### config.mk
export PLATFORM = sky130hd
export DESIGN_NAME = emtau_fifo
export DESIGN_NICKNAME = d
export VERILOG_FILES = /design/src/hw/rtl/emtau_pkg.sv /design/src/hw/rtl/emtau_fifo.sv
export VERILOG_INCLUDE_DIRS = /design/src /design/src/hw/rtl
export SDC_FILE = /design/constraint.sdc
export NUM_CORES = 1
export LEC_CHECK = 0
export ABC_AREA = 1
export BUFFER_PORTS_ARGS = -buffer_cell sky130_fd_sc_hd__buf_4
export CORE_ASPECT_RATIO = 0.6
export CORE_UTILIZATION = 52
export DETAILED_ROUTE_END_ITERATION = 10
export PLACE_DENSITY = 0.76
export SLEW_MARGIN = 20
export SYNTH_ARGS = -nofsm -noshare
export SYNTH_HDL_FRONTEND = slang
export SYNTH_SLANG_ARGS = --single-unit
### constraint.sdc
create_clock -name clock -period 2.9 [get_ports clock]
set_input_delay 0.58 -clock clock [delete_from_list [all_inputs] [get_ports clock]]
set_output_delay 0.58 -clock clock [all_outputs]
set_load 0.02 [all_outputs]
### src/hw/rtl/environment_map_texel_address_unit_defines.svh
// Assertion macros shared by the texel address unit RTL.
// Used by emtau_fifo and emtau_back; expects clock and reset in scope.
`ifndef ENVIRONMENT_MAP_TEXEL_ADDRESS_UNIT_DEFINES_SVH
`define ENVIRONMENT_MAP_TEXEL_ADDRESS_UNIT_DEFINES_SVH

// Same-cycle implication, disabled during reset
`define EMTAU_ASSERT_NOW(lbl, ante, cons, msg) \
   lbl: assert property (@(posedge clock) disable iff (reset) (ante) |-> (cons)) \
      else $error(msg);

// Next-cycle implication, disabled during reset
`define EMTAU_ASSERT_NEXT(lbl, ante, cons, msg) \
   lbl: assert property (@(posedge clock) disable iff (reset) (ante) |=> (cons)) \
      else $error(msg);

`endif

### src/hw/rtl/emtau_pkg.sv
// Package for the environment-map texel address unit.
// Widths, codes, the arctangent table and the shared struct types; no dependencies.
`timescale 1ns / 1ps

package emtau_pkg;

   // direction and texture geometry
   localparam int DIR_W         = 16;
   localparam int DIR_FRAC_BITS = 14;
   localparam int SIZE_W        = 13;
   localparam int TEX_MAX       = 4096;
   localparam int COORD_W       = 12;
   localparam int FACE_W        = 3;
   localparam int NUM_W         = 17;

   // square root of 1 - y*y
   localparam int SQ_W        = 2 * DIR_FRAC_BITS + 2;
   localparam int ISQRT_STEPS = SQ_W / 2;
   localparam int ROOT_W      = ISQRT_STEPS;

   // CORDIC vectoring
   localparam int CORDIC_STEPS = 16;
   localparam int CORDIC_SHIFT = 16;
   localparam int CORDIC_W     = DIR_W + CORDIC_SHIFT + 4;
   localparam int ANG_W        = 18;
   localparam int ANG_OUT_W    = 17;
   localparam int PI_ANG       = 32768;
   localparam int HALF_PI_ANG  = 16384;

   // size * num / den
   localparam int PROD_W    = SIZE_W + NUM_W;
   localparam int QUO_W     = 13;
   localparam int DIV_STEPS = QUO_W;

   // pipeline latencies
   localparam int ISQRT_LAT  = ISQRT_STEPS;
   localparam int CORDIC_LAT = CORDIC_STEPS + 1;
   localparam int SCALE_LAT  = 1 + DIV_STEPS;

   // front/back queue
   localparam int FIFO_DEPTH = 4;
   localparam int FIFO_AW    = 2;
   localparam int FIFO_CW    = 3;

   // register port
   localparam int CSR_ADDR_W = 4;
   localparam int CSR_DATA_W = 32;
   localparam int REG_IDX_W  = 2;
   localparam logic [REG_IDX_W-1:0] REG_MAP_MODE    = 2'd0;
   localparam logic [REG_IDX_W-1:0] REG_FACE_WIDTH  = 2'd1;
   localparam logic [REG_IDX_W-1:0] REG_FACE_HEIGHT = 2'd2;

   // face codes
   localparam logic [FACE_W-1:0] FACE_POS_Z = 3'd0;
   localparam logic [FACE_W-1:0] FACE_NEG_Z = 3'd1;
   localparam logic [FACE_W-1:0] FACE_POS_X = 3'd2;
   localparam logic [FACE_W-1:0] FACE_NEG_X = 3'd3;
   localparam logic [FACE_W-1:0] FACE_POS_Y = 3'd4;
   localparam logic [FACE_W-1:0] FACE_NEG_Y = 3'd5;

   typedef struct packed {
      logic              sphere;
      logic [SIZE_W-1:0] width;
      logic [SIZE_W-1:0] height;
   } cfg_type;

   // classified item as it travels from front to back
   typedef struct packed {
      logic                    zero;
      logic                    sphere;
      logic [FACE_W-1:0]       face;
      logic [NUM_W-1:0]        num_u;
      logic [NUM_W-1:0]        num_v;
      logic [NUM_W-1:0]        den;
      logic signed [DIR_W-1:0] dir_x;
      logic signed [DIR_W-1:0] dir_y;
      logic signed [DIR_W-1:0] dir_z;
      logic                    y_sat_pos;
      logic                    y_sat_neg;
   } item_type;

   // atan(2^-i)/pi in Q1.15, rounded
   function automatic logic signed [ANG_W-1:0] atan_step(input int idx);
      logic signed [ANG_W-1:0] val;
      case (idx)
         0:       val = ANG_W'(8192);
         1:       val = ANG_W'(4836);
         2:       val = ANG_W'(2555);
         3:       val = ANG_W'(1297);
         4:       val = ANG_W'(651);
         5:       val = ANG_W'(326);
         6:       val = ANG_W'(163);
         7:       val = ANG_W'(81);
         8:       val = ANG_W'(41);
         9:       val = ANG_W'(20);
         10:      val = ANG_W'(10);
         11:      val = ANG_W'(5);
         12:      val = ANG_W'(3);
         13:      val = ANG_W'(1);
         14:      val = ANG_W'(1);
         default: val = '0;
      endcase
      return val;
   endfunction

endpackage

### src/hw/rtl/emtau_fifo.sv
// Short queue of classified items between front and back end.
// Depends on emtau_pkg and the shared assertion macros.
`timescale 1ns / 1ps
`include "environment_map_texel_address_unit_defines.svh"

module emtau_fifo (
   input  logic                clock,
   input  logic                reset,
   input  logic                push,
   input  emtau_pkg::item_type item_wr,
   input  logic                pop,
   output emtau_pkg::item_type item_rd,
   output logic                full,
   output logic                empty
);

   emtau_pkg::item_type                mem_ff [emtau_pkg::FIFO_DEPTH];
   logic [emtau_pkg::FIFO_AW-1:0]      wr_ptr_ff, rd_ptr_ff;
   logic [emtau_pkg::FIFO_CW-1:0]      count_ff;

   assign full    = count_ff == emtau_pkg::FIFO_CW'(emtau_pkg::FIFO_DEPTH);
   assign empty   = count_ff == '0;
   assign item_rd = mem_ff[rd_ptr_ff];

   // storage
   always_ff @(posedge clock) begin
      if (push) begin
         mem_ff[wr_ptr_ff] <= item_wr;
      end
   end

   // pointers and fill level
   always_ff @(posedge clock) begin
      if (reset) begin
         wr_ptr_ff <= '0;
         rd_ptr_ff <= '0;
         count_ff  <= '0;
      end else begin
         if (push) begin
            wr_ptr_ff <= wr_ptr_ff + 1'b1;
         end
         if (pop) begin
            rd_ptr_ff <= rd_ptr_ff + 1'b1;
         end
         case ({push, pop})
            2'b10:   count_ff <= count_ff + 1'b1;
            2'b01:   count_ff <= count_ff - 1'b1;
            default: count_ff <= count_ff;
         endcase
      end
   end

   `EMTAU_ASSERT_NOW(a_fifo_no_overflow, push, !full, "queue written while full")
   `EMTAU_ASSERT_NOW(a_fifo_no_underflow, pop, !empty, "queue read while empty")
   `EMTAU_ASSERT_NOW(a_fifo_count_range, 1'b1, count_ff <= emtau_pkg::FIFO_CW'(emtau_pkg::FIFO_DEPTH), "queue fill level out of range")

endmodule

# [Word level (Yosys, flattened, before mapping)]
# Memories as Yosys holds them, arrays and structs flattened. A register that Yosys moved wholly into a read port is not among the register bits.
# Cells that the tools add are included.
[op_classes] add_sub_neg=4 eq_ne=3 n_mux=5 n_reduce_logical=2
[op_table] op="$pmux W3 S2" count=1
[op_table] op="$add A2 B1 Y2 const B" count=2
[op_table] op="$mux W2" count=2
[op_table] op="$add A3 B1 Y3 const B" count=1
[op_table] op="$eq A3 B3 Y1 const B" count=1
[op_table] op="$logic_not A3 Y1" count=1
[op_table] op="$sub A3 B1 Y3 const B" count=1
[op_table] op="$eq A2 B1 Y1 const B" count=1
[op_table] op="$eq A2 B2 Y1 const B" count=1
[op_table] op="$mux W1" count=2
[op_table] op="$reduce_bool A2 Y1" count=1
[word_totals] regBits=7 ramBits=424 input_bits=110 out_inout_bits=108 word_cells=18 n_memories=1
[mem_list] memory="mem_ff" depth=4 width=106 read_ports=1 rd_ports_with_merged_regs=1 wr=1 line_no="emtau_fifo.sv:17" text="emtau_pkg::item_type mem_ff [emtau_pkg::FIFO_DEPTH];"

# [Logic depth before layout (Yosys ltp)]
# Gate-level depths: netlist of the first run.
[logic_depth] word_depth=3 mapped_depth=10

# [Least setup slack after synthesis of the first run]
# OpenSTA, ideal clock, no wires.
[synth_timing] path_type="input-to-reg" start="in push" end="mem mem_ff[2][0] (netlist bit) (enable)" setup_time_ns=0.459 arrival_time_ns=2.660 setup_slack_ns=-0.219 path_stages=2 path_buffers=0 cell_sequence="nand2_1 > inv_1"
[synth_between] elab_chain_len=2
[synth_rtl] element="from (decl)" line_no="emtau_fifo.sv:9" text="input logic push,"
[synth_rtl] element="$mux W1" line_no="emtau_fifo.sv:27" text="if (push) begin"
[synth_rtl] element="$mux W1 (not written as such)" line_no="emtau_fifo.sv:28" text="mem_ff[wr_ptr_ff] <= item_wr;"
[synth_rtl] element="to (decl)" line_no="emtau_fifo.sv:17"
# Every way passes these cells.

==> results of run 1 <==
-- cell families after synthesis --
group,Yosys count,synth area share (%)
compound gates,329,11.0
fa+ha+maj,6,0.513
buf+inv,86,2.96
flops,433,80.1
simple gates,228,5.35
-- registers in the layout, summed over array words and instances (netlist names), named ones only --
signal,count
rd_ptr_ff,2
wr_ptr_ff,2
count_ff,3
mem_ff,424
-- per-stage QoR --
stage                     total power [mW]  hold slack (ns)  worst slack (ns)
after floorplan                       8.20            0.412             0.260
after global placement                8.89            0.426             0.656
after detailed placement              8.93            0.439             0.543
after CTS                             13.8            0.213            0.0949
after global routing                  14.1            0.215            0.0142
final                                 13.6            0.243             0.152
-- how the worst max path moves through the flow --
stage              endpoint    startpoint  slack (ns)
2_1_floorplan  mem_ff[0][0]  wr_ptr_ff[0]        0.26
3_3_place_gp    item_rd[10]      register        0.66
3_5_place_dp    item_rd[10]      register        0.54
4_1_cts         item_rd[24]      register        0.09
5_1_grt         item_rd[52]      register        0.01
6_report        item_rd[10]      register        0.15
-- Yosys cell counts --
cell type    n  area [sq um]
edfxtp_1   424         12700
nor2_1     215           807
o21ai_0    137           686
o22ai_1    106           663
o21ai_1     81           405
clkbuf_1    24          90.1
buf_2       23           115
inv_1       16          60.1
buf_6       15           169
dfxtp_1      9           180
nand2_1      9          33.8
a21oi_1      5          25.0
clkbuf_2     5          25.0
ha_1         5          62.6
nor3_1       2          10.0
buf_4        1          7.51
fa_1         1          20.0
inv_2        1          3.75
inv_4        1          6.26
nand3_1      1          5.00
nand4_1      1          6.26
-- cells in the final DEF, fill, tap and decap left out, drive strengths merged --
master and instances:
nand2 9, bufinv 1, clkbuf 51, inv 13, nor3 2, nor2 215, o22ai 106, edfxtp 424
nand4 1, fa 1, nand3 1, clkinv 16, o21ai 218, dfxtp 9, buf 236, a21oi 5
ha 5, clkinvlp 4
-- area by class of cell --
type	instances	area (sq um)	area share (%)
clock buffers	51	1080	5.60
clock inverters	16	93.8	0.485
inverters	18	88.8	0.459
multi-input cells	563	2720	14.1
flip-flops and latches	433	12900	66.7
well taps	408	510	2.64
repair buffers	236	1940	10.0
-- routing by layer --
metal / vias up / track usage (%) / wire length (microns)
met3: 56 / 5.80 / 2750
met5: - / 0 / 0
met4: 0 / 6.77 / 678
li1: 4508 / - / -
met2: 367 / 34.7 / 16100
met1: 4809 / 30.6 / 15100
-- power by group --
group	internal, mW	switching (mW)	total, mW	leakage (nW)
Clock	2.71	2.14	4.85	0.581
Sequential	7.15	0.0625	7.21	3.97
Combinational	0.575	1.01	1.58	2.16
Total	10.4	3.21	13.6	6.71
-- timing repair --
action	4_1_cts	5_1_grt
gates resized for setup	1	1
endpoints found under the setup margin	1	1
endpoints found under the hold margin	0	0
==> flow_summary.json, run 1 <==
{
  "outcome": "complete, no violations",
  "cts_hold_buf": 0,
  "io_pins": 218,
  "final_area_sq_um": 19400,
  "grt.overflow.total": 0,
  "r2r_cells": 5,
  "drt-pass1-iter-count": 5,
  "slew_violations": 0,
  "start_util_pct": 53.3,
  "synth_area_sq_um": 16100,
  "cp.buffers_inverters": 2,
  "fin_crit_sh_pct": 94.8,
  "hold_path_startpoint": "item_wr[16]",
  "synth_seq_area_share_pct": 80.1,
  "cts-root-buf": "clkbuf_16",
  "slowest_delay_ns": 0.50,
  "clock_latency_ns": 0.53,
  "core_sq_um": 30200,
  "clock-sinks": 433,
  "fmax_ghz": 0.364,
  "cts_buffers": 40,
  "min_period_ns": 2.75,
  "drc": 0,
  "avgSynthCellArea_sq_um": 14.9,
  "clockBufferDepth": 3,
  "regToRegStartpoint": "wr_ptr_ff[0]",
  "dr.first_iter.drc_count": 760,
  "final_nets": 1408,
  "antenna_found_initial": 0,
  "wl_microns": 34700,
  "avgRoutedWirePerCell_microns": 20.1,
  "final_core_util_pct": 64.1,
  "synth_seq_cells": 433,
  "synthDistinctLibCells": 21,
  "ir_drop_mv": 0.625,
  "grt_pass1_vias": 9787,
  "grt_pass1_wl_microns": 54400,
  "max-slew-margin-rel_pct": 55.5,
  "dpl.cell_count": 1658,
  "regToRegSetupSlack_ns": 1.32,
  "crit_path_start_kind": "register",
  "synthToLayoutAreaGrowth_pct": 20.2,
  "cts.clk_slew.worst_paths_ns": 0.06,
  "p_leak_nw": 6.71,
  "cp_slowest_cell": "buf_6",
  "required_ns": 2.32,
  "skew_ns": 0.0115,
  "cp_max_fo": 90,
  "viasPerCell": 5.65,
  "yosysWarnings": 0,
  "setup_violations": 0,
  "grt_max_degree": 123,
  "numPortBuffers": 217,
  "maxCapViolations": 0,
  "arrival_ns": 2.17,
  "via_count": 9740,
  "cts_setup_buffers": 0,
  "dp_hpwl_microns": 19300,
  "hold_depth": 1,
  "core.rowCount": 49,
  "grt_usage_pct": 22.1,
  "rsz0062_at_grt": "false",
  "die_w_microns": 229,
  "max_slew.worst_pin.slew_ns": 0.668,
  "drive_gt1_share_pct": 22.3,
  "diodes": 0,
  "synth_nets": 1198,
  "placed_area_sq_um": 18200,
  "ant_nets": 0,
  "nFillCells": 2177,
  "crit_cells": 4,
  "die_h_microns": 138,
  "cts_tree": "yes",
  "routabilityCongestion": 0.765,
  "die_area_sq_um": 31700,
  "finalHoldViolCount": 0,
  "end_kind": "output pin",
  "cp_top_family": "buffers and inverters",
  "hp-class": "in -> reg",
  "instances_no_fill": 1725,
  "reg2reg_to": "mem_ff[2][47]",
  "p_per_area_nw_per_um2": 705,
  "worstHoldEndpoint": "mem_ff[3][16]",
  "critPathKind": "reg -> out",
  "synthCells": 1082,
  "setup_tns_ns": 0,
  "cp_cell_sequence": "buf_6, o21ai_0, o22ai_1, buf_4",
  "htree_levels": 2
}
(Power assumes the default switching activity.)
==> inputs of run 2 (changes only) <==
BUFFER_PORTS_ARGS = -buffer_cell sky130_fd_sc_hd__buf_2   (was -buffer_cell sky130_fd_sc_hd__buf_4)
clock period = 2.3 ns   (was 2.9 ns; I/O delays follow)
==> run 2 against run 1 <==
The flow now finishes with violations (setup timing). Clock power up 29%. Power up 32%. Cell count up 3.4%. Critical endpoint is now item_rd[72].
==> flow_summary.json, run 2 (synthesized netlist as in run 1, its figures left out) <==
{
  "slew_violations": 0,
  "die_area_sq_um": 31700,
  "cts-root-buf": "clkbuf_16",
  "drt-pass1-iter-count": 6,
  "maxCapViolations": 0,
  "rsz0062_at_grt": "true",
  "hp-class": "in -> reg",
  "crit_path_start_kind": "register",
  "cts_hold_buf": 0,
  "clock-sinks": 433,
  "finalWorstSetupSlack_ns": -0.0972,
  "largest_reg_flops": 424,
  "top_register": "mem_ff",
  "die_w_microns": 229,
  "violations": "setup timing",
  "setup_violations": 61,
  "max_slew.worst_pin.slew_ns": 0.527,
  "drive_gt1_share_pct": 39.3,
  "final_cell_mix": "424 x edfxtp_1, 152 x nor2_1, 118 x buf_2, 97 x o21ai_0, 78 x buf_4",
  "avgRoutedWirePerCell_microns": 24.2,
  "grt_max_degree": 71,
  "grt_usage_pct": 23.3,
  "ant_nets": 0,
  "reg_top3": "mem_ff x424, count_ff x3",
  "min_period_ns": 2.40,
  "arrival_ns": 1.94,
  "pre_cts_ws_ns": 0.424,
  "max-slew-margin-rel_pct": 64.8,
  "outcome": "finished with violations",
  "io_pins": 218,
  "clock_latency_ns": 0.55,
  "htree_levels": 2,
  "numPortBuffers": 217,
  "dp_hpwl_microns": 20000,
  "finalHoldViolCount": 0,
  "synthToLayoutAreaGrowth_pct": 31.3,
  "p_leak_nw": 7.43,
  "final_common_cell": "edfxtp_1",
  "p_per_area_nw_per_um2": 851,
  "wl_microns": 43200,
  "grt_pass1_vias": 9856,
  "die_h_microns": 138,
  "dr.first_iter.drc_count": 1226,
  "drc": 0,
  "required_ns": 1.84,
  "clockBufferDepth": 3,
  "cts_tree": "yes",
  "cts_buffers": 39,
  "final_nets": 1457,
  "ir_drop_mv": 0.846,
  "fmax_ghz": 0.417,
  "routabilityCongestion": 0.800,
  "setup_tns_ns": -2.45,
  "viasPerCell": 5.94,
  "grt.overflow.total": 0,
  "cp_max_fo": 9,
  "core_sq_um": 30200,
  "grt_pass1_wl_microns": 56700,
  "end_kind": "output pin",
  "skew_ns": 0.00814,
  "final_core_util_pct": 70.0,
  "via_count": 10593,
  "cts.clk_slew.worst_paths_ns": 0.07,
  "fin_crit_sh_pct": 104,
  "fin_hold_ws_ns": 0.129,
  "core.rowCount": 49,
  "critPathKind": "reg -> out",
  "start_util_pct": 53.3,
  "antenna_found_initial": 7,
  "p_total_mw": 18.0,
  "nFillCells": 1892
}
==> run 2: power breakdown <==
part,switching (mW),internal [mW],leakage [nW]
combinational,1.58,1.06,2.88
sequential,0.103,9.01,3.97
clock,2.87,3.38,0.580
total,4.55,13.5,7.43
==> run 2: timing repair <==
item / 4_1_cts / 5_1_grt
gates cloned: 8 / 26
endpoints found under the setup margin: 95 / 105
endpoints found under the hold margin: 0 / 0
buffers inserted: 8 / 2
pin swaps: 10 / 47
gates resized for setup: 66 / 336
==> run 2: worst max-delay path: stages, from the launching register on <==
cell and delay [ns]:
dfxtp_4 0.38, buf_8 0.15, clkinv_16 0.10, clkbuf_16 0.18
buf_8 0.15, o21ai_1 0.16, o22ai_1 0.08, buf_2 0.17
==> run 2: worst paths after layout <==
check | from | endpoint | slack, ns | cells after the start
max | register | item_rd[72] | -0.1 | 7
min | item_wr[93] | mem_ff[0][93] | 0.13 | 1
max reg2reg | wr_ptr_ff[0] | mem_ff[0][29] | 0.53 | 5
min reg2reg | rd_ptr_ff[1] | register | 0.44 | 1
==> run 2: cell type report <==
type                            instances  area [sq um]  area share [%]
Timing Repair inverter                  1          8.76          0.0414
Inverter                               18           114           0.538
Sequential cell                       433         12900            61.1
Antenna cell                            6          15.0          0.0710
Clock buffer                           48          1010            4.77
Timing Repair Buffer                  285          2870            13.6
Multi-Input combinational cell        563          3540            16.7
Tap cell                              408           510            2.41
Clock inverter                         22           173           0.816
==> run 2: layer usage <==
layer / routed length [microns] / vias up / track usage (%)
li1: - / 4630 / -
met1: 17600 / 5296 / 33.5
met2: 20200 / 569 / 35.3
met3: 4450 / 96 / 6.17
met4: 964 / 2 / 6.81
met5: 17 / - / 0
==> run 2: stage by stage <==
stage / area, sq um / instances
floorplan: 16100 / 1082
global placement: 17800 / 1664
detailed placement: 17800 / 1664
CTS: 19500 / 1750
global route: 21100 / 1779
finish: 21200 / 1784
