===== config.mk =====
export PLATFORM = sky130hd
export DESIGN_NAME = emtau_front
export DESIGN_NICKNAME = d
export VERILOG_FILES = /design/src/hw/rtl/environment_map_texel_address_unit_defines.svh /design/src/hw/rtl/emtau_pkg.sv /design/src/hw/rtl/emtau_front.sv
export SDC_FILE = /design/constraint.sdc
export NUM_CORES = 1
export LEC_CHECK = 0
export BUFFER_PORTS_ARGS = -buffer_cell sky130_fd_sc_hd__buf_2
export CAP_MARGIN = 40
export CORE_MARGIN = 2
export CORE_UTILIZATION = 45
export DETAILED_ROUTE_END_ITERATION = 16
export GPL_TIMING_DRIVEN = 0
export PLACE_DENSITY = 0.7
export SLEW_MARGIN = 15
export SYNTH_ARGS = -nofsm -noshare
export SYNTH_HDL_FRONTEND = slang
export SYNTH_SLANG_ARGS = --single-unit

===== constraint.sdc =====
create_clock -name vclk -period 16.6
set_input_delay 1.66 -clock vclk [all_inputs]
set_output_delay 1.66 -clock vclk [all_outputs]
set_load 0.01 [all_outputs]

===== src/hw/rtl/environment_map_texel_address_unit_defines.svh =====
// Assertion macros shared by the texel address unit RTL.
// Used by emtau_fifo and emtau_back; expects clock and reset in scope.
`ifndef ENVIRONMENT_MAP_TEXEL_ADDRESS_UNIT_DEFINES_SVH
`define ENVIRONMENT_MAP_TEXEL_ADDRESS_UNIT_DEFINES_SVH

// Same-cycle implication, disabled during reset
`define EMTAU_ASSERT_NOW(lbl, ante, cons, msg) \
   lbl: assert property (@(posedge clock) disable iff (reset) (ante) |-> (cons)) \
      else $error(msg);

// Next-cycle implication, disabled during reset
`define EMTAU_ASSERT_NEXT(lbl, ante, cons, msg) \
   lbl: assert property (@(posedge clock) disable iff (reset) (ante) |=> (cons)) \
      else $error(msg);

`endif


===== src/hw/rtl/emtau_pkg.sv =====
// Package for the environment-map texel address unit.
// Widths, codes, the arctangent table and the shared struct types; no dependencies.
`timescale 1ns / 1ps

package emtau_pkg;

   // direction and texture geometry
   localparam int DIR_W         = 16;
   localparam int DIR_FRAC_BITS = 14;
   localparam int SIZE_W        = 13;
   localparam int TEX_MAX       = 4096;
   localparam int COORD_W       = 12;
   localparam int FACE_W        = 3;
   localparam int NUM_W         = 17;

   // square root of 1 - y*y
   localparam int SQ_W        = 2 * DIR_FRAC_BITS + 2;
   localparam int ISQRT_STEPS = SQ_W / 2;
   localparam int ROOT_W      = ISQRT_STEPS;

   // CORDIC vectoring
   localparam int CORDIC_STEPS = 16;
   localparam int CORDIC_SHIFT = 16;
   localparam int CORDIC_W     = DIR_W + CORDIC_SHIFT + 4;
   localparam int ANG_W        = 18;
   localparam int ANG_OUT_W    = 17;
   localparam int PI_ANG       = 32768;
   localparam int HALF_PI_ANG  = 16384;

   // size * num / den
   localparam int PROD_W    = SIZE_W + NUM_W;
   localparam int QUO_W     = 13;
   localparam int DIV_STEPS = QUO_W;

   // pipeline latencies
   localparam int ISQRT_LAT  = ISQRT_STEPS;
   localparam int CORDIC_LAT = CORDIC_STEPS + 1;
   localparam int SCALE_LAT  = 1 + DIV_STEPS;

   // front/back queue
   localparam int FIFO_DEPTH = 4;
   localparam int FIFO_AW    = 2;
   localparam int FIFO_CW    = 3;

   // register port
   localparam int CSR_ADDR_W = 4;
   localparam int CSR_DATA_W = 32;
   localparam int REG_IDX_W  = 2;
   localparam logic [REG_IDX_W-1:0] REG_MAP_MODE    = 2'd0;
   localparam logic [REG_IDX_W-1:0] REG_FACE_WIDTH  = 2'd1;
   localparam logic [REG_IDX_W-1:0] REG_FACE_HEIGHT = 2'd2;

   // face codes
   localparam logic [FACE_W-1:0] FACE_POS_Z = 3'd0;
   localparam logic [FACE_W-1:0] FACE_NEG_Z = 3'd1;
   localparam logic [FACE_W-1:0] FACE_POS_X = 3'd2;
   localparam logic [FACE_W-1:0] FACE_NEG_X = 3'd3;
   localparam logic [FACE_W-1:0] FACE_POS_Y = 3'd4;
   localparam logic [FACE_W-1:0] FACE_NEG_Y = 3'd5;

   typedef struct packed {
      logic              sphere;
      logic [SIZE_W-1:0] width;
      logic [SIZE_W-1:0] height;
   } cfg_type;

   // classified item as it travels from front to back
   typedef struct packed {
      logic                    zero;
      logic                    sphere;
      logic [FACE_W-1:0]       face;
      logic [NUM_W-1:0]        num_u;
      logic [NUM_W-1:0]        num_v;
      logic [NUM_W-1:0]        den;
      logic signed [DIR_W-1:0] dir_x;
      logic signed [DIR_W-1:0] dir_y;
      logic signed [DIR_W-1:0] dir_z;
      logic                    y_sat_pos;
      logic                    y_sat_neg;
   } item_type;

   // atan(2^-i)/pi in Q1.15, rounded
   function automatic logic signed [ANG_W-1:0] atan_step(input int idx);
      logic signed [ANG_W-1:0] val;
      case (idx)
         0:       val = ANG_W'(8192);
         1:       val = ANG_W'(4836);
         2:       val = ANG_W'(2555);
         3:       val = ANG_W'(1297);
         4:       val = ANG_W'(651);
         5:       val = ANG_W'(326);
         6:       val = ANG_W'(163);
         7:       val = ANG_W'(81);
         8:       val = ANG_W'(41);
         9:       val = ANG_W'(20);
         10:      val = ANG_W'(10);
         11:      val = ANG_W'(5);
         12:      val = ANG_W'(3);
         13:      val = ANG_W'(1);
         14:      val = ANG_W'(1);
         default: val = '0;
      endcase
      return val;
   endfunction

endpackage


===== src/hw/rtl/emtau_front.sv =====
// Front end: input handshake and classification of each direction.
// Depends on emtau_pkg; feeds emtau_fifo.
`timescale 1ns / 1ps

module emtau_front (
   input  logic                             req_tvalid,
   output logic                             req_tready,
   input  logic signed [emtau_pkg::DIR_W-1:0] dir_x,
   input  logic signed [emtau_pkg::DIR_W-1:0] dir_y,
   input  logic signed [emtau_pkg::DIR_W-1:0] dir_z,
   input  emtau_pkg::cfg_type               cfg,
   input  logic                             fifo_full,
   output logic                             push,
   output emtau_pkg::item_type              item
);

   localparam int EW = emtau_pkg::DIR_W + 1;
   localparam int TW = emtau_pkg::DIR_W + 2;
   localparam logic signed [emtau_pkg::DIR_W-1:0] ONE =
      emtau_pkg::DIR_W'(1 << emtau_pkg::DIR_FRAC_BITS);

   logic signed [EW-1:0] xe, ye, ze;
   logic [EW-1:0]        ax, ay, az, m;
   logic signed [TW-1:0] tu, tv, ms, nu, nv;
   logic                 fu, fv;
   logic [emtau_pkg::FACE_W-1:0] face;

   assign req_tready = !fifo_full;
   assign push       = req_tvalid && !fifo_full;

   // major axis, face and signed minor components
   always_comb begin
      xe = EW'(dir_x);
      ye = EW'(dir_y);
      ze = EW'(dir_z);
      ax = xe < 0 ? -xe : xe;
      ay = ye < 0 ? -ye : ye;
      az = ze < 0 ? -ze : ze;
      if (ax >= ay && ax >= az) begin
         m    = ax;
         tu   = xe > 0 ? TW'(ze) : -TW'(ze);
         tv   = xe > 0 ? TW'(ye) : -TW'(ye);
         face = xe > 0 ? emtau_pkg::FACE_POS_X : emtau_pkg::FACE_NEG_X;
         fu   = 1'b1;
         fv   = !(xe > 0);
      end else if (ay >= az) begin
         m    = ay;
         tu   = ye > 0 ? TW'(xe) : -TW'(xe);
         tv   = ye > 0 ? TW'(ze) : -TW'(ze);
         face = ye > 0 ? emtau_pkg::FACE_POS_Y : emtau_pkg::FACE_NEG_Y;
         fu   = !(ye > 0);
         fv   = 1'b1;
      end else begin
         m    = az;
         tu   = ze > 0 ? TW'(xe) : -TW'(xe);
         tv   = ze > 0 ? TW'(ye) : -TW'(ye);
         face = ze > 0 ? emtau_pkg::FACE_POS_Z : emtau_pkg::FACE_NEG_Z;
         fu   = 1'b0;
         fv   = !(ze > 0);
      end
      ms = $signed({1'b0, m});
      nu = fu ? ms - tu : ms + tu;
      nv = fv ? ms - tv : ms + tv;
   end

   // pack the classified beat
   always_comb begin
      item.zero      = (dir_x == '0) && (dir_y == '0) && (dir_z == '0);
      item.sphere    = cfg.sphere;
      item.face      = cfg.sphere ? emtau_pkg::FACE_POS_Z : face;
      item.num_u     = emtau_pkg::NUM_W'(nu);
      item.num_v     = emtau_pkg::NUM_W'(nv);
      item.den       = emtau_pkg::NUM_W'({m, 1'b0});
      item.dir_x     = dir_x;
      item.dir_y     = dir_y;
      item.dir_z     = dir_z;
      item.y_sat_pos = dir_y >= ONE;
      item.y_sat_neg = dir_y <= -ONE;
   end

endmodule


==> Word-level counts from Yosys, hierarchy flattened <==
Index checks and enable logic that the tools add are counted.
{ "classes": {"n_addsub": 10, "n_lt_le_gt_ge": 11, "n_mux": 27, "reduce_logical": 11} }
{ "ops": {"columns": ["op", "count"], "rows": [
  ["two-way mux 17 bit", 17],
  ["negation 16 -> 17 bit", 6],
  [">= comparator 17 bit", 3],
  ["> comparator 16 x 1 -> 1 bit (second input constant)", 3],
  ["zero test 16 bit", 3],
  ["less-than comparator 16 x 1 -> 1 bit (second input constant)", 3],
  ["adder 17 bit", 2],
  ["subtractor 17 bit", 2],
  [">= comparator 16 bit (second input constant)", 1],
  ["less-or-equal comparator 16 x 15 -> 1 bit (second input constant)", 1],
  ["two-way mux 3 bit", 3],
  ["two-way mux 1 bit", 7],
  ["logical AND 1 bit", 4],
  ["zero test 1 bit", 4]
]} }
{ "word_totals": {"regBits": 0, "inputBits": 77, "out_inout_bits": 108, "wordCells": 59} }

==> Logic depth before layout (Yosys ltp) <==
Gate-level depths: netlist of the first run.
{ "depth": {"ltp_word": 7, "depth_mapped": 43, "ltp_nobuf": 39} }

==> Worst setup path after synthesis of the first run <==
Ideal clock, no wire load.
{ "synth_timing": {"path_kind": "input -> output", "start": "input port dir_z[0] in the netlist's numbering", "end": "output port item[100] in the netlist's numbering", "arrival_ns": 9.497, "required_ns": 14.940, "slack_ns": 5.443, "stages": 42, "path_buffers": 4, "cell_sequence": "inv_1 > ha_1 > or4b_1 > buf_2 > or4_1 > or3_1 > or3_1 > inv_1 > ha_1 > inv_1 > ha_1 > nand4_1 > nor3_1 > a21oi_1 > o2111ai_1 > a31oi_1 > maj3_2 > o21a_4 > (+6 left out) > ha_1 > nor2_1 > xnor2_1 > a21oi_1 > ha_1 > nand2_1 > nand2_1 > a21oi_1 > o21ai_0 > a21oi_1 > o21ai_0 > a21oi_1 > o21ai_0 > o41ai_1 > o21a_1 > o21ai_0 > xnor2_1 > xnor2_1"} }
{ "synth_lines": {"columns": ["item", "line", "text"], "rows": [
  ["from (decl)", "emtau_front.sv:10", "input logic signed [emtau_pkg::DIR_W-1:0] dir_z,"],
  ["to (decl)", "emtau_front.sv:14", "output emtau_pkg::item_type item"]
]} }

==> results.sh, run 1 <==
export IMPL_status="finished clean"
export IMPL_setup_tns_final_ns=0
export IMPL_startpoint="dir_z[0]"
export IMPL_dpl_cell_area_um2=8070
export IMPL_seq_cell_count=0
export IMPL_first_iter_violations=756
export IMPL_die_x_um=130
export IMPL_final_antenna_net_count=0
export IMPL_totalWireLength_um=25500
export IMPL_row_count=45
export IMPL_hold_buffers=0
export IMPL_whs_ns=3.50
export IMPL_syn_inst=1104
export IMPL_cp_max_fo=10
export IMPL_die_area_um2=16800
export IMPL_ys_seq_area_frac=0
export IMPL_nClkBuffers=0
export IMPL_power_density_nw_per_um2=143
export IMPL_area_growth_pct=13.5
export IMPL_cp_required_ns=14.94
export IMPL_path_class="in -> out"
export IMPL_drc=0
export IMPL_gr_usage_all_layers=0.289
export IMPL_worst_pin_slew_ns=0.951
export IMPL_drt_first_pass_iters=6
export IMPL_cts_setup_buffers=0
export IMPL_cts_resized=0
export IMPL_report_final_hold_viol_count=0
export IMPL_via_per_inst=5.70
export IMPL_syn_cell_area_um2=7110
export IMPL_cp_start_kind="input port"
export IMPL_relSlewSlack=0.365
export IMPL_switchingPower_uw=678
export IMPL_fin_crit_sh=0.832
export IMPL_critPathMostFrequentCell="a21oi_1"
export IMPL_p_leak_nw=3.71
export IMPL_arrival_ns=12.15
export IMPL_drv_cap=0
export IMPL_avgSynthCellArea_um2=6.44
export IMPL_fin_crit_ns=13.81
export IMPL_syn_nets=1272
export IMPL_core_area_um2=15300
export IMPL_hold_class="in -> out"
export IMPL_sw_frac_of_total=0.588
export IMPL_final_nets=1413
export IMPL_slowest_delay_ns=0.68
export IMPL_grt_pass1_wl_um=38200
export IMPL_intPower_uw=476
export IMPL_layout_cells_non_filler=1454
export IMPL_crit_path_end="item[100]"
export IMPL_yosys_warnings=0
export IMPL_finalSetupViolations=0
export IMPL_diodes=0
export IMPL_antenna_found_initial=0
export IMPL_register_area_um2=0
export IMPL_fmax_mhz=72.4
export IMPL_grt_overflow=0
export IMPL_layout_drive_gt1_share=0.188
export IMPL_utilization=0.527
export IMPL_grt_pass1_vias=7065
export IMPL_clkPwrFrac=0
export IMPL_ir_drop_uv=101
export IMPL_ys_types=74
export IMPL_routed_via_count=8283
export IMPL_start_util=0.464
export IMPL_io_pins=185
export IMPL_cp_end_kind="primary output"
export IMPL_place_inst=1454
export IMPL_die_y_um=130
export IMPL_fin_area_um2=8070
export IMPL_grt_max_degree=11
export IMPL_combinationalPowerShare=1.000
export IMPL_drv_slew=0
export IMPL_rsz0062_at_grt="false"
export IMPL_wire_per_inst_um=17.5
export IMPL_place_hpwl_um=21500
export IMPL_gp_congestion=0.955
export IMPL_slowest_stage="clkbuf_1"
export IMPL_pwr_share_seq=0
export IMPL_place_port_buffers=138
[layout make-up]
class	instances	area, um^2
buffer	108	634
fill	1649	7240
tap	211	264
inverter	62	233
timing repair buffer	139	696
multi-input combinational	934	6250
[metal layers]
layer	share of wire	up-vias	global-route usage
met3	0.078	46	0.0213
met1	0.44	3794	0.403
li1	-	4099	-
met5	0	-	0
met2	0.45	344	0.473
met4	0.037	0	0.0955
[logic make-up (layout without fill, tap and decap cells)]
group	Yosys count	after routing	share of synthesized area
AO/OA/AOI/OAI	270	270	0.240
XOR/XNOR	143	143	0.177
adder cells (fa/ha/maj)	92	92	0.164
buffers and inverters	170	309	0.122
multiplexers	21	21	0.0311
other	1	1	0.000527
AND/OR/NAND/NOR	407	407	0.265
[worst max-delay path: cells and delay by family]
kind	cells	cell delay [ns]
buf+inv	10	2.89
compound gates	15	2.98
xor+xnor	3	0.47
fa+ha+maj	6	1.69
simple gates	11	2.44
[cell usage in the layout, fill, tap and decap left out, types with 50 or more instances in the layout]
cell type,synthesis,layout
a21oi_1,86,86
buf_2,9,148
buf_4,50,50
ha_1,89,89
inv_1,60,60
nand2_1,90,90
nor2_1,164,164
o21ai_0,68,68
xnor2_1,87,87
xor2_1,55,55
[synth_stat cells (all sizes together) (19+ instances only)]
cell type | number | area, um^2
buf | 70 | 492
nor2 | 165 | 622
nand2 | 90 | 338
clkbuf | 38 | 143
xor2 | 56 | 498
a21oi | 86 | 430
inv | 60 | 225
ha | 89 | 1110
a31oi | 19 | 125
o21ai | 76 | 384
nor3 | 43 | 220
or3 | 23 | 144
xnor2 | 87 | 762
[power by group through the flow]
stage	clock (mW)	combinational (mW)	sequential, mW
CTS	0	1.15	0
global route	0	1.27	0
floorplan	0	0.797	0
finish	0	1.15	0
global placement	0	1.14	0
detailed placement	0	1.14	0
[worst min-delay path by stage]
stage | startpoint | to | slack [ns] | cells past startpoint
after floorplan | fifo_full | req_tready | 3.36 | 1
after global placement | dir_y[3] | item[21] | 3.50 | 2
after detailed placement | dir_y[7] | item[25] | 3.50 | 2
after CTS | dir_y[7] | item[25] | 3.50 | 2
after global routing | dir_z[11] | item[13] | 3.51 | 2
final | dir_y[7] | item[25] | 3.50 | 2
[metrics by stage]
stage / power [mW] / worst slack [ns]
after floorplan: 0.797 / 5.44
after global placement: 1.14 / 3.17
after detailed placement: 1.14 / 3.15
after CTS: 1.15 / 3.09
after global routing: 1.27 / 2.13
final: 1.15 / 2.79
Power figures use the tool's default switching activity.
==> run 2: changes to the inputs <==
- PLACE_DENSITY: 0.7 -> 0.72
- clock period: 16.6 -> 12 ns (I/O delays scaled with it)
==> run 2 against run 1 <==
Net effect:
- count of clock-buffer cells in the layout did not move
- die area did not move
- non-clock buffer count fell by 1
- combinational power rose by 41%
- highest routed layer unchanged
==> results.sh, run 2 (synthesized netlist as in run 1, its figures left out) <==
export IMPL_status="finished clean"
export IMPL_p_total_mw=1.62
export IMPL_relSlewSlack=0.368
export IMPL_cp_top_family="compound AO/OA/AOI/OAI gates"
export IMPL_die_area_um2=16800
export IMPL_cp_end_kind="primary output"
export IMPL_routed_via_count=8277
export IMPL_setup_slack_ns=0.444
export IMPL_dpl_cell_area_um2=8070
export IMPL_n_fill_cell=1643
export IMPL_totalWireLength_um=25100
export IMPL_final_nets=1412
export IMPL_grt_max_degree=20
export IMPL_nClkBuffers=0
export IMPL_fin_crit_ns=11.56
export IMPL_hold_buffers=0
export IMPL_die_y_um=130
export IMPL_place_port_buffers=138
export IMPL_via_per_inst=5.70
export IMPL_cp_required_ns=10.80
export IMPL_cp_start_kind="input port"
export IMPL_hold_class="in -> out"
export IMPL_cp_max_fo=18
export IMPL_grt_pass1_vias=7092
export IMPL_die_x_um=130
export IMPL_antenna_found_initial=0
export IMPL_grt_overflow=0
export IMPL_rsz0062_at_grt="false"
export IMPL_report_final_hold_viol_count=0
export IMPL_gr_usage_all_layers=0.285
export IMPL_drc=0
export IMPL_seq_cell_count=0
export IMPL_fin_crit_sh=0.963
export IMPL_arrival_ns=10.36
export IMPL_start_util=0.464
export IMPL_grt_pass1_wl_um=37700
export IMPL_first_iter_violations=878
export IMPL_pre_cts_ws_ns=-0.565
export IMPL_slowest_delay_ns=0.55
export IMPL_fmax_mhz=86.5
export IMPL_register_area_um2=0
export IMPL_diodes=0
export IMPL_drv_slew=0
export IMPL_area_growth_pct=14.3
export IMPL_core_area_um2=15300
export IMPL_row_count=45
export IMPL_final_antenna_net_count=0
export IMPL_p_leak_nw=3.73
export IMPL_drv_cap=0
export IMPL_fin_area_um2=8130
export IMPL_worst_pin_slew_ns=0.945
export IMPL_critPathMostFrequentCell="a21oi_1"
export IMPL_io_pins=185
export IMPL_final_cell_mix="nor2_1, buf_2, nand2_1, xnor2_1, ha_1"
export IMPL_final_common_cell="nor2_1"
export IMPL_finalSetupViolations=0
export IMPL_ir_drop_uv=153
export IMPL_setup_tns_final_ns=0
export IMPL_wire_per_inst_um=17.3
export IMPL_path_class="in -> out"
export IMPL_critPathBufInv=9
export IMPL_layout_drive_gt1_share=0.199
export IMPL_gp_congestion=0.971
export IMPL_drt_first_pass_iters=8
export IMPL_power_density_nw_per_um2=199
export IMPL_place_hpwl_um=21200
export IMPL_slowest_stage="or4_1"
==> run 2: final cells by class <==
cell class / count / area, um^2 / area share
multi-input cells: 934 / 6280 / 0.773
well taps: 211 / 264 / 0.0325
inverters: 62 / 233 / 0.0286
repair buffers: 140 / 703 / 0.0865
plain buffers: 106 / 647 / 0.0796
==> run 2: path summary, 6_finish.rpt <==
path	to	startpoint	cells after the start	slack, ns
worst max-delay path	item[83]	dir_z[0]	42	0.44
worst min-delay path	item[20]	dir_y[2]	2	2.58
==> run 2: what timing repair did <==
| action | in CTS | in global routing |
|---|---|---|
| endpoints found under the hold margin | 0 | 0 |
| setup endpoints to repair | 8 | 8 |
| buffers inserted | 0 | 1 |
| resized for setup | 4 | 25 |
| pin swaps | 0 | 1 |
==> run 2: routing by layer <==
layer  wire length, um  vias to the layer above  part of all wire  track usage
li1                  -                     4084                 -            -
met1             10700                     3739              0.43        0.386
met5                 0                        -                 0            0
met4              1130                        0             0.045        0.114
met3              2140                       55             0.086       0.0353
met2             11100                      399              0.44        0.461
==> run 2: stage by stage <==
stage / std cells / util / hold WS (ns)
after detailed placement: 1454 / 0.527 / 2.58
after global routing: 1453 / 0.531 / 2.59
after global placement: 1453 / 0.527 / 2.58
final: 1453 / 0.531 / 2.58
after CTS: 1452 / 0.527 / 2.58
after floorplan: 1104 / - / 2.44
==> run 2: report_power, final <==
part           internal, mW  switching (mW)  total (mW)  leakage, nW
clock network             0               0           0            0
registers                 0               0           0            0
logic                 0.675           0.946        1.62         3.73
total                 0.675           0.946        1.62         3.73
==> run 3: changes to the inputs <==
- CORE_UTILIZATION: 45 -> 40
- PLACE_DENSITY: 0.72 -> 0.66
==> run 3 against run 2 <==
Net effect:
- global-route usage decreased by 1.8 points
- sequential share of layout area unchanged
- die area increased by 12%
- wire length increased by 3.8%
- largest cell class unchanged
==> results.sh, run 3 (synthesized netlist as in run 1, its figures left out) <==
export IMPL_status="finished clean"
export IMPL_first_iter_violations=778
export IMPL_totalWireLength_um=26000
export IMPL_place_hpwl_um=22200
export IMPL_diodes=0
export IMPL_core_area_um2=17400
export IMPL_fmax_mhz=88.0
export IMPL_area_growth_pct=14.5
export IMPL_hold_class="in -> out"
export IMPL_dpl_cell_area_um2=8090
export IMPL_rsz0062_at_grt="false"
export IMPL_cp_end_kind="primary output"
export IMPL_gr_usage_all_layers=0.267
export IMPL_ir_drop_uv=172
export IMPL_io_pins=185
export IMPL_seq_cell_count=0
export IMPL_grt_pass1_wl_um=39200
export IMPL_arrival_ns=10.17
export IMPL_power_density_nw_per_um2=199
export IMPL_die_area_um2=18900
export IMPL_register_area_um2=0
export IMPL_cts_setup_buffers=0
export IMPL_final_nets=1412
export IMPL_drv_slew=0
export IMPL_p_total_mw=1.63
export IMPL_layout_drive_gt1_share=0.200
export IMPL_grt_max_degree=20
export IMPL_slowest_delay_ns=0.55
export IMPL_final_cell_mix="nor2_1, buf_2, nand2_1, xnor2_1, ha_1"
export IMPL_place_inst=1468
export IMPL_antenna_found_initial=0
export IMPL_fin_crit_ns=11.37
export IMPL_whs_ns=2.58
export IMPL_row_count=48
export IMPL_whs_path_depth=2
export IMPL_hold_start="dir_y[7]"
export IMPL_report_final_hold_viol_count=0
export IMPL_grt_overflow=0
export IMPL_drc=0
export IMPL_drv_cap=0
export IMPL_n_fill_cell=1889
export IMPL_grt_pass1_vias=7188
export IMPL_cp_required_ns=10.80
export IMPL_place_port_buffers=138
export IMPL_worst_pin_slew_ns=0.918
export IMPL_wire_per_inst_um=17.7
export IMPL_relSlewSlack=0.386
export IMPL_slowest_stage="or4_1"
export IMPL_via_per_inst=5.57
export IMPL_finalSetupViolations=0
export IMPL_min_to="item[25]"
export IMPL_routed_via_count=8168
export IMPL_cp_max_fo=18
export IMPL_cp_start_kind="input port"
export IMPL_drt_first_pass_iters=6
export IMPL_layout_cells_non_filler=1467
export IMPL_gp_congestion=0.973
export IMPL_start_util=0.410
export IMPL_final_common_cell="nor2_1"
export IMPL_final_antenna_net_count=0
export IMPL_path_class="in -> out"
export IMPL_fin_area_um2=8150
export IMPL_p_leak_nw=3.73
export IMPL_nClkBuffers=0
export IMPL_fin_crit_sh=0.947
export IMPL_die_y_um=137
export IMPL_die_x_um=137
run 3: final cells by class:
| type | instances | area (um^2) | share of cell area |
|---|---|---|---|
| inverters | 62 | 233 | 0.0286 |
| well taps | 225 | 282 | 0.0346 |
| plain buffers | 106 | 644 | 0.0791 |
| multi-input cells | 934 | 6280 | 0.771 |
| repair buffers | 140 | 703 | 0.0863 |
run 3: what timing repair did:
action                                  4_1_cts  5_1_grt
resized for setup                             4       29
endpoints found under the setup margin        8       10
endpoints found under the hold margin         0        0
hold buffers                                  0        0
run 3: report_power, final:
group          leakage, nW  internal [mW]  switching [mW]
clock                    0              0               0
sequential               0              0               0
combinational         3.73          0.672           0.953
run 3: worst max-delay path: cells and delay by family:
family / cells / cell delay [ns]
compound gates: 15 / 3.04
simple gates: 11 / 2.55
buf+inv: 10 / 1.81
fa+ha+maj: 5 / 1.21
xor+xnor: 2 / 0.29
run 3: worst max path at each step:
stage	depth (start not counted)	to	start
3_3_place_gp	45	item[100]	dir_z[0]
3_5_place_dp	45	item[100]	dir_z[0]
2_1_floorplan	42	item[100]	dir_z[0]
6_report	43	item[83]	dir_z[0]
5_1_grt	42	item[82]	dir_z[0]
4_1_cts	43	item[83]	dir_z[0]
run 3: per-layer routing:
metal / global-route usage / part of all wire / up-vias
met5: 0 / 0 / -
met4: 0.0653 / 0.028 / 0
met3: 0.0143 / 0.065 / 38
met2: 0.454 / 0.46 / 319
met1: 0.370 / 0.45 / 3743
li1: - / - / 4068
run 3: stage by stage:
step                      setup TNS, ns  setup slack, ns   util
final                                 0            0.634  0.469
after detailed placement          -2.07           -0.530  0.466
after global routing                  0          0.00781  0.469
after global placement            -1.94           -0.546  0.466
after floorplan                       0             1.76      -
after CTS                             0           0.0775  0.466
